===== src/design/rdr_axis.sv =====
// One axis of the remap: whole part, centre offset, clamp and fraction.
`timescale 1ns / 1ps
`default_nettype none
module rdr_axis (
  input  wire logic signed [28:0] scaled,
  input  wire logic [10:0]        centre,
  input  wire logic [11:0]        size,
  input  wire logic               sub,
  output logic      [10:0]        src,
  output logic      [7:0]         frac
);

  logic signed [20:0] whole;
  logic signed [21:0] pos;
  logic [11:0]        hi;
  logic [11:0]        clamped;

  always_comb begin
    whole = scaled[28:8];
    pos   = {11'd0, centre} + {whole[20], whole};
    hi    = sub ? (size - 12'd2) : (size - 12'd1);
    if (pos[21]) begin
      clamped = 12'd0;
    end else if (pos[20:0] > {9'd0, hi}) begin
      clamped = hi;
    end else begin
      clamped = pos[11:0];
    end
    src  = clamped[10:0];
    frac = sub ? scaled[7:0] : 8'd0;
  end

endmodule
`default_nettype wire


===== config.mk =====
export PLATFORM = sky130hd
export DESIGN_NAME = rdr_axis
export DESIGN_NICKNAME = d
export VERILOG_FILES = /design/src/design/rdr_axis.sv
export SDC_FILE = /design/constraint.sdc
export NUM_CORES = 1
export LEC_CHECK = 0
export BUFFER_PORTS_ARGS = -buffer_cell sky130_fd_sc_hd__buf_2
export CORE_MARGIN = 1.5
export CORE_UTILIZATION = 51
export DETAILED_ROUTE_END_ITERATION = 6
export PLACE_DENSITY_LB_ADDON = 0.12
export SLEW_MARGIN = 5
export SYNTH_ARGS = -nofsm -noshare
export SYNTH_HDL_FRONTEND = slang
export SYNTH_SLANG_ARGS = --single-unit

===== constraint.sdc =====
create_clock -name vclk -period 5.1
set_clock_uncertainty 0.2 [all_clocks]
set_input_delay 0.255 -clock vclk [all_inputs]
set_output_delay 0.255 -clock vclk [all_outputs]
set_load 0.1 [all_outputs]

==> results.sh <==
export IMPL_status="complete, no violations"
export IMPL_power_leakage_nw=0.9630
export IMPL_path_class="input pin to primary output"
export IMPL_drt_iter0_markers=97
export IMPL_powerDensity_mw_per_mm2=143.8
export IMPL_ir_drop_mv=0.06953
export IMPL_post_route_min_period_ns=4.905
export IMPL_worst_pin_slew_ns=0.7794
export IMPL_synthesis_area_mm2=0.001678
export IMPL_crit_family="simple AND/OR/NAND/NOR gates"
export IMPL_timing_hold_worst_class="input pin to primary output"
export IMPL_yosysWarnings=0
export IMPL_cp_max_fo=10
export IMPL_ios=72
export IMPL_hold_viol=0
export IMPL_num_clock_buffers=0
export IMPL_antenna_found_initial=0
export IMPL_drv_slew=0
export IMPL_worst_path_buf_inv=3
export IMPL_dp_slack_ns=0.004762
export IMPL_drt_total_wl_mm=4.836
export IMPL_crit_path_end_kind="primary output"
export IMPL_antenna_left=0
export IMPL_gr_usage_all_layers_pct=24.99
export IMPL_vias_per_cell=5.968
export IMPL_wl_met2_mm=2.361
export IMPL_drive_gt1_share_pct=31.56
export IMPL_start_kind="input pin"
export IMPL_crit_arrival_ns=4.45
export IMPL_grt_start_max_net_pins=16
export IMPL_maxUsedRoutingLayer="met3"
export IMPL_vias=2059
export IMPL_synth_cells=234
export IMPL_die_width_um=60.36
export IMPL_grt_pass1_vias=1704
export IMPL_num_nets_final=382
export IMPL_die_h_um=60.36
export IMPL_die_area_mm2=0.003643
export IMPL_slowest_stage="or4b_4"
export IMPL_port_buffers=72
export IMPL_met3_length_um=281
export IMPL_yosysUniqueCellTypes=54
export IMPL_area_growth_pct=29.31
export IMPL_drt_met1_wl_mm=2.194
export IMPL_regArea_um2=0
export IMPL_n_fill_cell=286
export IMPL_dp_cells=343
export IMPL_diodes=0
export IMPL_post_route_util_pct=70.49
export IMPL_worstPathRequired_ns=4.64
export IMPL_drc=0
export IMPL_wl_per_cell_um=14.02
export IMPL_yosysSeqAreaShare_pct=0
export IMPL_whs_ns=0.8186
export IMPL_fin_crit_sh_pct=96.18
export IMPL_syn_area_per_cell_um2=7.170
export IMPL_slowest_delay_ns=0.58
export IMPL_synthesis_nets=313
export IMPL_relSlewSlack_pct=46.56
export IMPL_dp_hpwl_mm=4.009
export IMPL_setup_ws_ns=0.1947
export IMPL_max_freq_mhz=203.9
export IMPL_core_mm2=0.003078
export IMPL_tns_ns=0
export IMPL_floorplan_initialDensity_pct=54.51
export IMPL_grt_pass1_wl_mm=7.314
export IMPL_n_sequential_cell=0
export IMPL_gp_congestion=0.9626
export IMPL_path_cells="buf_2 -> ha_1 -> inv_1 -> fa_1 -> nor2b_1 -> o2111ai_1 -> nand4_1 -> nand2_1 -> xnor2_1 -> ha_1 -> a21o_1 -> a211oi_1 -> a31o_2 -> a31oi_1 -> or4_1 -> or4b_4 -> nor3_1 -> a211oi_2 -> buf_6"
export IMPL_rows=20
export IMPL_setup_viol_count_final=0
export IMPL_timing_max_cap_violations=0
export IMPL_rsz0062_at_grt="true"
export IMPL_grt_overflow=0
export IMPL_first_pass_iters=4
export IMPL_stdcell_count=345
export IMPL_cpMostUsedCell="ha_1"
-- what timing repair did --
| item | in CTS | in global routing |
|---|---|---|
| pin swaps | 0 | 1 |
| setup endpoints to repair | 1 | 11 |
| cloned | 0 | 0 |
| setup buffers | 0 | 2 |
| gates resized for setup | 1 | 22 |
| hold buffers | 0 | 0 |
-- per-layer routing --
layer / vias up / GRT usage, %
li1: 1046 / -
met1: 933 / 33.21
met2: 80 / 47.05
met3: 0 / 0.6397
met4: 0 / 1.270
met5: - / 0
-- cell families after synthesis --
family / Yosys count / synth area share, %
simple gates: 88 / 30.87
compound gates: 74 / 30.13
fa+ha+maj: 26 / 19.84
xor+xnor: 21 / 10.96
buf+inv: 20 / 4.996
mux: 5 / 3.206
-- placed cells by master (no fill, tap or decap), drive strengths merged, types with 2 or more instances in the layout --
| master | netlist | routed |
|---|---|---|
| a2111oi | 2 | 2 |
| nor2b | 2 | 2 |
| a21oi | 12 | 12 |
| nand3b | 2 | 2 |
| ha | 25 | 25 |
| o21ai | 17 | 17 |
| or4 | 3 | 3 |
| and3 | 5 | 5 |
| nor3 | 11 | 11 |
| a31oi | 3 | 3 |
| or2 | 2 | 2 |
| xnor2 | 15 | 15 |
| nand3 | 8 | 8 |
| nand4b | 2 | 2 |
| and2 | 10 | 10 |
| o211ai | 4 | 4 |
| o21a | 5 | 5 |
| and4 | 2 | 2 |
| mux2i | 2 | 2 |
| nand2 | 5 | 5 |
| o2111ai | 2 | 2 |
| o31a | 2 | 2 |
| xor2 | 6 | 6 |
| buf | 4 | 73 |
| mux2 | 3 | 3 |
| a211oi | 11 | 11 |
| clkbuf | 4 | 2 |
| inv | 12 | 12 |
| nand4 | 8 | 8 |
| nand2b | 7 | 7 |
| a21boi | 2 | 2 |
| nor2 | 13 | 13 |
| a21o | 3 | 3 |
| a211o | 2 | 2 |
| o21bai | 3 | 3 |
| nor4 | 4 | 4 |
-- where the power goes --
part / total (W) / switching [W] / internal (W)
registers: 0 / 0 / 0
logic: 0.000312 / 0.000199 / 0.000113
clock network: 0 / 0 / 0
total: 0.000312 / 0.000199 / 0.000113
-- final timing paths --
kind	startpoint	endpoint	slack, ns	cells past startpoint
max	scaled[8]	src[3]	0.19	19
min	scaled[1]	frac[1]	0.82	3
-- Yosys cell counts (7+ instances only) --
cell / count / area, µm²
nand3_1: 8 / 40.04
nand2b_1: 7 / 43.79
nor2_1: 13 / 48.80
inv_1: 12 / 45.04
xnor2_1: 15 / 131.4
nor3_1: 11 / 55.05
and2_1: 8 / 50.05
a21oi_1: 12 / 60.06
o21ai_1: 7 / 35.03
o21ai_0: 9 / 45.04
a211oi_1: 11 / 82.58
ha_1: 25 / 312.8
nand4_1: 8 / 50.05
-- final cells by class --
class                           count  area [µm²]  area share, %
Tap cell                           44       55.05          2.537
Multi-Input combinational cell    214        1635          75.37
Inverter                           12       45.04          2.076
Timing Repair Buffer               75       434.2          20.01
-- stage by stage --
step	total power [W]	area, µm²
after floorplan	0.0002280	1712
after global placement	0.0002990	2111
after detailed placement	0.0003024	2111
after CTS	0.0003042	2115
after global routing	0.0003367	2170
final	0.0003119	2170
-- tightest hold or removal path, cell delays in order --
cell    delay [ns]
buf_2         0.09
and2_1        0.13
buf_2         0.28
Power figures use the tool's default switching activity.
